`src/hw/rtl/epoch_seconds_to_civil_datetime_defines.svh`:
```
// ----------------------------------------------------------------------------
// Assertion macros for the epoch to civil date/time converter
// Shared concurrent check forms, clocked and disabled during reset.
// ----------------------------------------------------------------------------
`ifndef EPOCH_SECONDS_TO_CIVIL_DATETIME_DEFINES_SVH
`define EPOCH_SECONDS_TO_CIVIL_DATETIME_DEFINES_SVH

// Same-cycle implication.
`define ECD_ASSERT_IMP(label, clk, rst_n, ante, cons, msg) \
	label: assert property (@(posedge clk) disable iff (!(rst_n)) (ante) |-> (cons)) \
		else $error(msg);

// Next-cycle implication.
`define ECD_ASSERT_NXT(label, clk, rst_n, ante, cons, msg) \
	label: assert property (@(posedge clk) disable iff (!(rst_n)) (ante) |=> (cons)) \
		else $error(msg);

`endif

```
`src/hw/rtl/ecd_pkg.sv`:
```
// ----------------------------------------------------------------------------
// ecd_pkg
// Widths, calendar constants, reciprocals and shared types of the converter.
// ----------------------------------------------------------------------------
`default_nettype none

package ecd_pkg;

	// field widths
	localparam int EpochW = 39;
	localparam int YearW  = 15;
	localparam int MonthW = 4;
	localparam int DomW   = 5;
	localparam int HourW  = 5;
	localparam int MinW   = 6;
	localparam int SecW   = 6;

	// internal widths
	localparam int JdnW  = 23;
	localparam int SodW  = 17;
	localparam int AW    = 23;
	localparam int BW    = 8;
	localparam int CW    = 18;
	localparam int DW    = 10;
	localparam int EW    = 9;
	localparam int MW    = 4;
	localparam int RemW  = 11;
	localparam int RhW   = 12;

	localparam int NumStages = 12;

	// supported span: JDN 0 midnight through the last second of year 9999
	localparam logic signed [EpochW-1:0] SpanLow  = -39'sd210866803200;
	localparam logic signed [EpochW-1:0] SpanHigh = 39'sd253402300799;

	// 86400 = 128 * 675: low bits peel off, the rest divides by 675
	localparam int SecLoW    = 7;
	localparam int DayHi     = 675;
	localparam int RecipDayK = 32;
	localparam logic [JdnW-1:0] RecipDay = JdnW'((64'd1 << RecipDayK) / 64'd675);

	// calendar constants
	localparam int JdnShift   = 32044;
	localparam int CycleDays  = 146097;
	localparam int QuadDays   = 1461;
	localparam int MonthSpan  = 153;
	localparam int YearBase   = 4800;
	localparam int MonthWrap  = 10;
	localparam int SecPerHour = 3600;
	localparam int SecPerMin  = 60;

	// exact reciprocals: ceil(2^k / d) with k = input bits + ceil(log2 d)
	localparam int RecipBK = 43;
	localparam logic [25:0] RecipB =
		26'(((64'd1 << RecipBK) + 64'd146097 - 64'd1) / 64'd146097);
	localparam int RecipDK = 31;
	localparam logic [20:0] RecipD =
		21'(((64'd1 << RecipDK) + 64'd1461 - 64'd1) / 64'd1461);
	localparam int RecipMK = 19;
	localparam logic [11:0] RecipM =
		12'(((64'd1 << RecipMK) + 64'd153 - 64'd1) / 64'd153);
	localparam int RecipHourK = 29;
	localparam logic [17:0] RecipHour =
		18'(((64'd1 << RecipHourK) + 64'd3600 - 64'd1) / 64'd3600);
	localparam int RecipMinK = 18;
	localparam logic [12:0] RecipMin =
		13'(((64'd1 << RecipMinK) + 64'd60 - 64'd1) / 64'd60);

	typedef logic signed [EpochW-1:0] epoch_t;

	typedef struct packed {
		logic            oor;
		logic [JdnW-1:0] jdn;
		logic [SodW-1:0] sod;
	} day_split_t;

	typedef struct packed {
		logic [HourW-1:0] hour;
		logic [MinW-1:0]  minute;
		logic [SecW-1:0]  second;
	} tod_t;

	typedef struct packed {
		logic signed [YearW-1:0] year;
		logic [MonthW-1:0]       month;
		logic [DomW-1:0]         day_of_month;
	} date_t;

	// days from March 1 to the first of the month, month index from March
	function automatic logic [EW-1:0] days_before_month(input logic [MW-1:0] m);
		logic [EW-1:0] r;
		unique case (m)
			4'd0:    r = 9'd0;
			4'd1:    r = 9'd31;
			4'd2:    r = 9'd61;
			4'd3:    r = 9'd92;
			4'd4:    r = 9'd122;
			4'd5:    r = 9'd153;
			4'd6:    r = 9'd184;
			4'd7:    r = 9'd214;
			4'd8:    r = 9'd245;
			4'd9:    r = 9'd275;
			4'd10:   r = 9'd306;
			4'd11:   r = 9'd337;
			default: r = 9'd0;
		endcase
		return r;
	endfunction

endpackage

`default_nettype wire

```
`src/hw/rtl/ecd_in_if.sv`:
```
// ----------------------------------------------------------------------------
// ecd_in_if
// Input stream: one signed epoch second count per beat.
// ----------------------------------------------------------------------------
`default_nettype none

interface ecd_in_if;
	import ecd_pkg::*;

	logic   valid;
	logic   ready;
	epoch_t epoch_seconds;

	modport source (output valid, output epoch_seconds, input ready);
	modport sink   (input valid, input epoch_seconds, output ready);
endinterface

`default_nettype wire

```
`src/hw/rtl/ecd_out_if.sv`:
```
// ----------------------------------------------------------------------------
// ecd_out_if
// Output stream: one civil date and time of day per beat.
// ----------------------------------------------------------------------------
`default_nettype none

interface ecd_out_if;
	import ecd_pkg::*;

	logic                    valid;
	logic                    ready;
	logic signed [YearW-1:0] year;
	logic [MonthW-1:0]       month;
	logic [DomW-1:0]         day_of_month;
	logic [HourW-1:0]        hour;
	logic [MinW-1:0]         minute;
	logic [SecW-1:0]         second;
	logic                    out_of_range;

	modport source (output valid, output year, output month, output day_of_month,
		output hour, output minute, output second, output out_of_range, input ready);
	modport sink (input valid, input year, input month, input day_of_month,
		input hour, input minute, input second, input out_of_range, output ready);
endinterface

`default_nettype wire

```
`src/hw/rtl/ecd_day_split.sv`:
```
// ----------------------------------------------------------------------------
// ecd_day_split
// Stages 1-5: range check, rebase to JDN 0, floor split into day and second.
// ----------------------------------------------------------------------------
`default_nettype none

module ecd_day_split (
	input  logic               clk,
	input  logic               adv,
	input  ecd_pkg::epoch_t    epoch_seconds,
	output ecd_pkg::day_split_t split
);
	import ecd_pkg::*;

	localparam int XW = EpochW - SecLoW;

	epoch_t              t_s1;
	logic [EpochW-1:0]   u_s2;
	logic                oor_s2, oor_s3, oor_s4;
	logic [XW-1:0]       x_s3;
	logic [JdnW-1:0]     q0_s3, q0_s4;
	logic [SecLoW-1:0]   lo_s3, lo_s4;
	logic [RemW-1:0]     r0_s4;
	day_split_t          split_s5;

	logic                oor;
	logic [EpochW-1:0]   u;
	logic [XW-1:0]       x;
	logic [XW+JdnW-1:0]  pq;
	logic [XW-1:0]       qm;
	logic [XW-1:0]       rf;
	logic                fix;
	logic [RemW-1:0]     r;

	assign oor = (t_s1 < SpanLow) || (t_s1 > SpanHigh);
	// seconds since JDN 0 midnight, never negative inside the span
	assign u   = EpochW'(t_s1 - SpanLow);

	assign x  = u_s2[EpochW-1:SecLoW];
	assign pq = (XW+JdnW)'(x) * (XW+JdnW)'(RecipDay);

	assign qm = XW'(q0_s3) * XW'(DayHi);
	assign rf = x_s3 - qm;

	// estimate is at most one low: correct once
	assign fix = r0_s4 >= RemW'(DayHi);
	assign r   = fix ? r0_s4 - RemW'(DayHi) : r0_s4;

	always_ff @(posedge clk) begin
		if (adv) begin
			t_s1   <= epoch_seconds;
			u_s2   <= u;
			oor_s2 <= oor;
			x_s3   <= x;
			q0_s3  <= pq[RecipDayK +: JdnW];
			lo_s3  <= u_s2[SecLoW-1:0];
			oor_s3 <= oor_s2;
			r0_s4  <= rf[RemW-1:0];
			q0_s4  <= q0_s3;
			lo_s4  <= lo_s3;
			oor_s4 <= oor_s3;
			split_s5.oor <= oor_s4;
			split_s5.jdn <= q0_s4 + JdnW'(fix);
			split_s5.sod <= {r[SodW-SecLoW-1:0], lo_s4};
		end
	end

	assign split = split_s5;

endmodule

`default_nettype wire

```
`src/hw/rtl/ecd_tod.sv`:
```
// ----------------------------------------------------------------------------
// ecd_tod
// Stages 6-12: second of day to hour, minute and second.
// ----------------------------------------------------------------------------
`default_nettype none

module ecd_tod (
	input  logic                  clk,
	input  logic                  adv,
	input  logic [ecd_pkg::SodW-1:0] sod,
	input  logic                  clr,
	output ecd_pkg::tod_t         tod
);
	import ecd_pkg::*;

	localparam int PhW  = SodW + 18;
	localparam int PmnW = RhW + 13;

	logic [SodW-1:0]  sod_s6;
	logic [HourW-1:0] hour_s6, hour_s7, hour_s8;
	logic [RhW-1:0]   rh_s7, rh_s8;
	logic [MinW-1:0]  min_s8;
	tod_t             tod_s9, tod_s10, tod_s11, tod_s12;

	logic [PhW-1:0]   ph;
	logic [SodW-1:0]  hq;
	logic [SodW-1:0]  rh_full;
	logic [PmnW-1:0]  pmn;
	logic [RhW-1:0]   mq;
	logic [RhW-1:0]   sec_full;

	assign ph       = PhW'(sod) * PhW'(RecipHour);
	assign hq       = SodW'(hour_s6) * SodW'(SecPerHour);
	assign rh_full  = sod_s6 - hq;
	assign pmn      = PmnW'(rh_s7) * PmnW'(RecipMin);
	assign mq       = RhW'(min_s8) * RhW'(SecPerMin);
	assign sec_full = rh_s8 - mq;

	always_ff @(posedge clk) begin
		if (adv) begin
			hour_s6        <= ph[RecipHourK +: HourW];
			sod_s6         <= sod;
			rh_s7          <= rh_full[RhW-1:0];
			hour_s7        <= hour_s6;
			min_s8         <= pmn[RecipMinK +: MinW];
			rh_s8          <= rh_s7;
			hour_s8        <= hour_s7;
			tod_s9.hour    <= hour_s8;
			tod_s9.minute  <= min_s8;
			tod_s9.second  <= sec_full[SecW-1:0];
			tod_s10        <= tod_s9;
			tod_s11        <= tod_s10;
			// zero the fields of an out-of-span beat
			tod_s12        <= clr ? '0 : tod_s11;
		end
	end

	assign tod = tod_s12;

endmodule

`default_nettype wire

```
`src/hw/rtl/ecd_civil.sv`:
```
// ----------------------------------------------------------------------------
// ecd_civil
// Stages 6-12: Julian day number to proleptic Gregorian year, month, day.
// ----------------------------------------------------------------------------
`default_nettype none

module ecd_civil (
	input  logic                     clk,
	input  logic                     adv,
	input  logic [ecd_pkg::JdnW-1:0] jdn,
	input  logic                     clr,
	output ecd_pkg::date_t           date
);
	import ecd_pkg::*;

	localparam int NaW  = AW + 2;
	localparam int PbW  = NaW + 26;
	localparam int NcW  = CW + 2;
	localparam int PdW  = NcW + 21;
	localparam int NeW  = EW + 2;
	localparam int PmW  = NeW + 12;
	localparam int DqW  = 21;
	localparam int YrW  = YearW + 1;

	logic [AW-1:0]  a_s6, a_s7;
	logic [BW-1:0]  b_s7, b_s8, b_s9, b_s10, b_s11;
	logic [CW-1:0]  c_s8, c_s9;
	logic [DW-1:0]  d_s9, d_s10, d_s11;
	logic [EW-1:0]  e_s10, e_s11;
	logic [MW-1:0]  m_s11;
	date_t          date_s12;

	logic [NaW-1:0] na;
	logic [PbW-1:0] pb;
	logic [NaW-1:0] bq;
	logic [NaW-1:0] c_full;
	logic [NcW-1:0] nc;
	logic [PdW-1:0] pd;
	logic [DqW-1:0] dq;
	logic [DqW-1:0] e_full;
	logic [NeW-1:0] ne;
	logic [PmW-1:0] pm;
	logic           wrap;
	logic [EW-1:0]  dom_full;
	logic [MonthW-1:0] mon;
	logic [YrW-1:0] yr;

	// 4a + 3 and 4c + 3 are shifts with the low bits set
	assign na     = {a_s6, 2'b11};
	assign pb     = PbW'(na) * PbW'(RecipB);
	assign bq     = NaW'(b_s7) * NaW'(CycleDays);
	assign c_full = NaW'(a_s7) - (bq >> 2);
	assign nc     = {c_s8, 2'b11};
	assign pd     = PdW'(nc) * PdW'(RecipD);
	assign dq     = DqW'(d_s9) * DqW'(QuadDays);
	assign e_full = DqW'(c_s9) - (dq >> 2);
	assign ne     = NeW'({e_s10, 2'b00}) + NeW'(e_s10) + NeW'(2);
	assign pm     = PmW'(ne) * PmW'(RecipM);

	// month index counts from March; January and February roll into next year
	assign wrap     = m_s11 >= MW'(MonthWrap);
	assign dom_full = e_s11 - days_before_month(m_s11) + EW'(1);
	assign mon      = wrap ? m_s11 - MW'(MonthWrap - 1) : m_s11 + MW'(3);
	assign yr       = YrW'(b_s11) * YrW'(100) + YrW'(d_s11) - YrW'(YearBase) + YrW'(wrap);

	always_ff @(posedge clk) begin
		if (adv) begin
			a_s6  <= jdn + AW'(JdnShift);
			b_s7  <= pb[RecipBK +: BW];
			a_s7  <= a_s6;
			c_s8  <= c_full[CW-1:0];
			b_s8  <= b_s7;
			d_s9  <= pd[RecipDK +: DW];
			c_s9  <= c_s8;
			b_s9  <= b_s8;
			e_s10 <= e_full[EW-1:0];
			d_s10 <= d_s9;
			b_s10 <= b_s9;
			m_s11 <= pm[RecipMK +: MW];
			e_s11 <= e_s10;
			d_s11 <= d_s10;
			b_s11 <= b_s10;
			if (clr) begin
				date_s12 <= '0;
			end else begin
				date_s12.year         <= signed'(yr[YearW-1:0]);
				date_s12.month        <= mon;
				date_s12.day_of_month <= dom_full[DomW-1:0];
			end
		end
	end

	assign date = date_s12;

endmodule

`default_nettype wire

```
`src/hw/rtl/epoch_seconds_to_civil_datetime.sv`:
```
// ----------------------------------------------------------------------------
// epoch_seconds_to_civil_datetime
// Signed epoch seconds to proleptic Gregorian date and time of day.
// ----------------------------------------------------------------------------
// Usage:
//   epoch    : sink stream, one signed 39-bit count of seconds since
//              1970-01-01 00:00:00 UTC per beat.
//   datetime : source stream, one year/month/day/hour/minute/second result
//              per input beat, in order, plus out_of_range.
//   The datapath is a 12-register pipeline; each multiply by a reciprocal
//   sits between its own pair of registers. A result appears on datetime
//   once its input beat has passed all twelve registers, and one beat per
//   cycle is sustained for back-to-back inputs while datetime does not stall.
//   Inputs before JDN 0 or after 9999-12-31 23:59:59 return out_of_range
//   high with all other fields zero.
//   When datetime stalls, the whole pipeline holds and epoch.ready drops in
//   the same cycle; nothing is lost or repeated.
//   Reset clears the stage valid bits only: the pipeline comes up empty and
//   ready.
// ----------------------------------------------------------------------------
`default_nettype none

`include "epoch_seconds_to_civil_datetime_defines.svh"

module epoch_seconds_to_civil_datetime (
	input  logic             clk,
	input  logic             arst_n,
	ecd_in_if.sink           epoch,
	ecd_out_if.source        datetime
);
	import ecd_pkg::*;

	logic                 adv;
	logic [NumStages-1:0] vld_q;
	logic                 oor_s6, oor_s7, oor_s8, oor_s9, oor_s10, oor_s11;
	day_split_t           split;
	tod_t                 tod;
	date_t                date;

	// whole pipeline moves when the output slot is free or being drained
	assign adv         = !vld_q[NumStages-1] || datetime.ready;
	assign epoch.ready = adv;

	always_ff @(posedge clk or negedge arst_n) begin
		if (!arst_n) begin
			vld_q <= '0;
		end else if (adv) begin
			vld_q <= {vld_q[NumStages-2:0], epoch.valid};
		end
	end

	always_ff @(posedge clk) begin
		if (adv) begin
			oor_s6  <= split.oor;
			oor_s7  <= oor_s6;
			oor_s8  <= oor_s7;
			oor_s9  <= oor_s8;
			oor_s10 <= oor_s9;
			oor_s11 <= oor_s10;
		end
	end

	ecd_day_split u_split (
		.clk           (clk),
		.adv           (adv),
		.epoch_seconds (epoch.epoch_seconds),
		.split         (split)
	);

	ecd_tod u_tod (
		.clk (clk),
		.adv (adv),
		.sod (split.sod),
		.clr (oor_s11),
		.tod (tod)
	);

	ecd_civil u_civil (
		.clk  (clk),
		.adv  (adv),
		.jdn  (split.jdn),
		.clr  (oor_s11),
		.date (date)
	);

	logic oor_s12;

	always_ff @(posedge clk) begin
		if (adv) begin
			oor_s12 <= oor_s11;
		end
	end

	assign datetime.valid        = vld_q[NumStages-1];
	assign datetime.year         = date.year;
	assign datetime.month        = date.month;
	assign datetime.day_of_month = date.day_of_month;
	assign datetime.hour         = tod.hour;
	assign datetime.minute       = tod.minute;
	assign datetime.second       = tod.second;
	assign datetime.out_of_range = oor_s12;

	`ECD_ASSERT_NXT(a_stall_holds, clk, arst_n, datetime.valid && !datetime.ready, $stable(vld_q), "pipeline moved under stall")
	`ECD_ASSERT_IMP(a_empty_ready, clk, arst_n, !datetime.valid, epoch.ready, "empty output slot but not ready")
	`ECD_ASSERT_IMP(a_oor_zero, clk, arst_n, datetime.valid && datetime.out_of_range, datetime.year == 0 && datetime.month == 0 && datetime.day_of_month == 0 && datetime.hour == 0 && datetime.minute == 0 && datetime.second == 0, "out-of-span beat has nonzero fields")
	`ECD_ASSERT_IMP(a_fields_legal, clk, arst_n, datetime.valid && !datetime.out_of_range, datetime.month >= 1 && datetime.month <= 12 && datetime.day_of_month >= 1 && datetime.hour <= 23 && datetime.minute <= 59 && datetime.second <= 59, "date or time field out of its range")

endmodule

`default_nettype wire

```
`src/flat_wrapper.sv`:
```
// flat-port wrapper written by rule: the top's interface ports become plain ports
module epoch_seconds_to_civil_datetime_flat import ecd_pkg::*;
  (clk, arst_n, epoch_valid, epoch_epoch_seconds, epoch_ready, datetime_valid, datetime_year, datetime_month, datetime_day_of_month, datetime_hour, datetime_minute, datetime_second, datetime_out_of_range, datetime_ready);
  ecd_in_if epoch_i ();
  ecd_out_if datetime_i ();
  input  logic clk;
  input  logic arst_n;
  input wire logic [$bits(epoch_i.valid)-1:0] epoch_valid;
  input wire logic [$bits(epoch_i.epoch_seconds)-1:0] epoch_epoch_seconds;
  output wire logic [$bits(epoch_i.ready)-1:0] epoch_ready;
  output wire logic [$bits(datetime_i.valid)-1:0] datetime_valid;
  output wire logic [$bits(datetime_i.year)-1:0] datetime_year;
  output wire logic [$bits(datetime_i.month)-1:0] datetime_month;
  output wire logic [$bits(datetime_i.day_of_month)-1:0] datetime_day_of_month;
  output wire logic [$bits(datetime_i.hour)-1:0] datetime_hour;
  output wire logic [$bits(datetime_i.minute)-1:0] datetime_minute;
  output wire logic [$bits(datetime_i.second)-1:0] datetime_second;
  output wire logic [$bits(datetime_i.out_of_range)-1:0] datetime_out_of_range;
  input wire logic [$bits(datetime_i.ready)-1:0] datetime_ready;
  assign epoch_i.valid = epoch_valid;
  assign epoch_i.epoch_seconds = epoch_epoch_seconds;
  assign epoch_ready = epoch_i.ready;
  assign datetime_valid = datetime_i.valid;
  assign datetime_year = datetime_i.year;
  assign datetime_month = datetime_i.month;
  assign datetime_day_of_month = datetime_i.day_of_month;
  assign datetime_hour = datetime_i.hour;
  assign datetime_minute = datetime_i.minute;
  assign datetime_second = datetime_i.second;
  assign datetime_out_of_range = datetime_i.out_of_range;
  assign datetime_i.ready = datetime_ready;
  epoch_seconds_to_civil_datetime u_core (.clk(clk), .arst_n(arst_n), .epoch(epoch_i), .datetime(datetime_i));
endmodule
```
`config.mk`:
```
export PLATFORM = sky130hd
export DESIGN_NAME = epoch_seconds_to_civil_datetime_flat
export DESIGN_NICKNAME = d
export VERILOG_FILES = /design/src/hw/rtl/ecd_pkg.sv /design/src/hw/rtl/ecd_in_if.sv /design/src/hw/rtl/ecd_out_if.sv /design/src/hw/rtl/ecd_day_split.sv /design/src/hw/rtl/ecd_tod.sv /design/src/hw/rtl/ecd_civil.sv /design/src/hw/rtl/epoch_seconds_to_civil_datetime.sv /design/src/flat_wrapper.sv
export VERILOG_INCLUDE_DIRS = /design/src /design/src/hw/rtl
export SDC_FILE = /design/constraint.sdc
export NUM_CORES = 2
export LEC_CHECK = 0
export ABC_AREA = 0
export BUFFER_PORTS_ARGS = -buffer_cell sky130_fd_sc_hd__buf_2
export CORE_MARGIN = 1
export CORE_UTILIZATION = 65
export CTS_CLUSTER_SIZE = 12
export DETAILED_ROUTE_END_ITERATION = 10
export GPL_TIMING_DRIVEN = 1
export PLACE_DENSITY = 0.82
export SETUP_SLACK_MARGIN = 0.05
export SLEW_MARGIN = 20
export SYNTH_ARGS = -nofsm -noshare
export SYNTH_HDL_FRONTEND = slang
export SYNTH_SLANG_ARGS = --single-unit
```
`constraint.sdc`:
```
create_clock -name clk -period 36.5 [get_ports clk]
set_clock_uncertainty 0.2 [all_clocks]
set_input_delay 9.125 -clock clk [delete_from_list [all_inputs] [get_ports clk]]
set_output_delay 9.125 -clock clk [all_outputs]
set_load 0.02 [all_outputs]
```
==> results by group <==
Status
  – Run status: complete, but fails checks
  – Failing checks: DRC

Clock tree
  – CTS Sinks: ~530
  – CTS Buf Count: 58
  – Hold_buf cts: 0
  – Root Driver: clkbuf_16
  – Longest Clk Path Bufs: 3
  – Setup Fix Bufs, Post-CTS: 0
  – H-Tree Depth: 2
  – Cts repair resizes: 0
  – Clk_lat worst skew: 0.64 ns
  – CTS clk-pin slew, worst paths: approximately 0.07 ns
  – CTS tree: done

Finish
  – # nets final: about 7100
  – Multi-input gate area: 37800 µm²
  – Final Instance Area: between 60000 and 70000 µm²
  – # diodes: 0
  – Cell Count, Final, Fillers Out: around 6300
  – Area Overhead vs Synth: 6.430%
  – Register area: ~16000 µm²
  – Layout cell share with drive strength beyond 1: ~4.0%
  – Fill count: approximately 6000

Worst setup path
  – Crit. End Element: primary output
  – Crit-path cells: buf_2 -> nor2b_1 -> buf_4 -> inv_8 -> buf_2
  – Worst setup path class: in -> out
  – Max incr delay on CP: around 0.39 ns
  – Largest fanout on the critical path: 68
  – Crit path DAT: around 10 ns
  – CP Buf/Inv Count: 4
  – Worst path most repeated cell: buf_2
  – CP delay by family, top: buffers and inverters
  – WP data required: ~27 ns
  – Startpoint types: input port
  – Crit path max-delay cell type: inv_8

Yosys
  – Compound-cell area share of the yosys netlist: 5.547%
  – Post-synth EDFFs: between 500 and 600
  – Share of the synthesized area in the top cell type: 26.54%
  – Post-synthesis cell count: between 4000 and 5000
  – Proportion of synthesized area in mux cells: less than 1%
  – Synth Warn #: 0
  – Cells taking the most area after synthesis: ha_1 (27%), edfxtp_1 (26%), fa_1 (24%)
  – Async SR Flop Fraction: roughly 2.3%
  – Post-Synth Simple-Gate Area: ~4.8%
  – Post-Syn Area: slightly below 60000 µm²
  – Main combinational cell family by area after synthesis: adder cells
  – Adder-cell share of the synthesized area: roughly half
  – Cell taking the most area after synthesis: ha_1
  – Ys flop type: edfxtp_1
  – XOR/XNOR Fraction of Synth Area: just under 4%
  – Syn Area/Cell: 11.63 µm²
  – Synth Register Bits: about 530
  – Sequential area share after synthesis: between 20 and 30%
  – Mapped Nets: roughly 7000
  – Synth cell types: 81

Timing
  – RSZ-0062 raised after global routing: false
  – Max-slew violations: 0
  – Hold_ws: about 0.20 ns
  – Setup TNS: 0 ns
  – Final Cycle Share: approximately 54%
  – Min Clock Period, post-route: 19.53 ns
  – Worst Tran Pin Value: around 1 ns
  – Rel. slew slack: roughly a third
  – Final setup viols: 0
  – Final Hold Viols: 0
  – Max Freq: slightly above 0.05 GHz

Drt
  – Antenna Nets Post-Route: 0
  – Wire per inst: about 18 µm
  – Met2 wire len: between 50 and 60 mm
  – WL met1: 46.04 mm
  – Met3 Routed Length: around 4.8 mm
  – DRC viols: 6
  – Iteration-0 DRC Markers: roughly 1700
  – Via/cell ratio: ~5.6
  – First drt pass iteration count: 11
  – Final wirelength: roughly 110 mm
  – Via Count: around 35000
  – DR top layer: met4

Global route
  – Vias in the first global route: ~38000
  – Largest net degree at the start of global routing: 91
  – GRT Util Overall: a little over a quarter
  – Grt total ovfl: 0
  – First-pass GRT wire length: around 190 mm
  – Initial antenna violation count: 0

Placed design
  – Cells after DPL: 6246
  – Port buffer count: between 80 and 90
  – GP Congestion: 0.9486
  – Area after DPL: between 60000 and 70000 µm²
  – Post-DP HPWL: about 94 mm

Floorplan
  – Starting Density: approximately two thirds
  – FP Rows: 109
  – Core ar.: about 90000 µm²
  – Die width: roughly 300 µm
  – Die area: between 90000 and 100000 µm²
  – Num ports: 87
  – Chip height: 300.9 µm

Hold path
  – Worst Hold Class: reg -> reg

Run
  – Max Cap Viol: 0
-- per-stage QoR --
stage               utilization, %  setup WS (ns)
finish                       69.84          16.97
detailed placement           67.80          16.99
global placement             67.80          16.99
floorplan                        -          3.371
global route                 69.84          16.91
CTS                          69.84          16.98
-- sequential cells by signal (all words and copies together), names as in the netlist, 18 cells and up, named ones only --
name / flops
u_core.u_civil.date: 24
u_core.u_civil.a_s7: 18
u_core.u_split.t_s1: 39
u_core.u_split.u_s2: 39
u_core.u_split.q0_s3: 23
u_core.u_split.split: 41
u_core.u_split.q0_s4: 23
u_core.u_civil.a_s6: 23
u_core.u_civil.c_s8: 18
-- final timing paths --
path	from	end	slack, ns	depth (start not counted)
setup / recovery	datetime_ready	epoch_ready	16.97	5
hold / removal	u_core.u_split.lo_s3[0]	u_core.u_split.lo_s4[0]	0.20	0
setup reg to reg	u_core.u_civil.e_s10[0]	flip-flop	28.30	28
hold reg to reg	u_core.u_split.lo_s3[0]	u_core.u_split.lo_s4[0]	0.20	0
max in group asynchronous	arst_n	u_core.vld_q[5]	27.71	1
min in group asynchronous	arst_n	u_core.vld_q[0]	8.17	1
-- synthesized netlist by cell type (all sizes together), types with 9 or more instances --
library cell and instances:
and4 9, edfxtp 510, fa 700, xnor2 180
nand4 21, nand3 53, o21bai 15, a21boi 11
nor4 9, and3 25, xor2 80, nor2b 47
dfrtp 12, nor3 42, o21a 24, inv 1206
ha 1232, or3 15, o21ai 95, o31ai 9
a21o 65, nand2b 18, o211ai 15, a21oi 135
a211oi 25, and2 11, a31oi 17, nor2 133
nand2 147
-- area by class of cell --
class | instances | share of cell area [%]
multi-input combinational | 3253 | 61.15
tap | 1165 | 2.358
timing repair buffer | 95 | 0.8116
clock inverter | 27 | 0.4028
inverter | 1206 | 7.335
sequential | 527 | 25.42
clock buffer | 73 | 2.524
-- cell families after synthesis --
logic type	Yosys count
AO/OA/AOI/OAI	491
adder cells (fa/ha/maj)	1932
XOR/XNOR	260
AND/OR/NAND/NOR	560
multiplexers	10
buffers and inverters	1216
flip-flops	527
-- metal layers --
layer	GRT usage, %	up-vias
li1	-	16881
met1	32.81	17479
met2	47.32	826
met3	3.102	243
met4	9.560	0
met5	0	-
-- placed cells by master (no fill, tap or decap), types with 86 or more instances in the layout --
cell,instances
edfxtp_1,510
nor2_1,133
inv_1,1205
ha_1,1232
a21oi_1,134
xnor2_1,180
nand2_1,147
buf_2,86
o21ai_0,94
fa_1,700
Power is not shown: default switching activity piles up to over one toggle a cycle in this logic, so the estimate is an artifact.
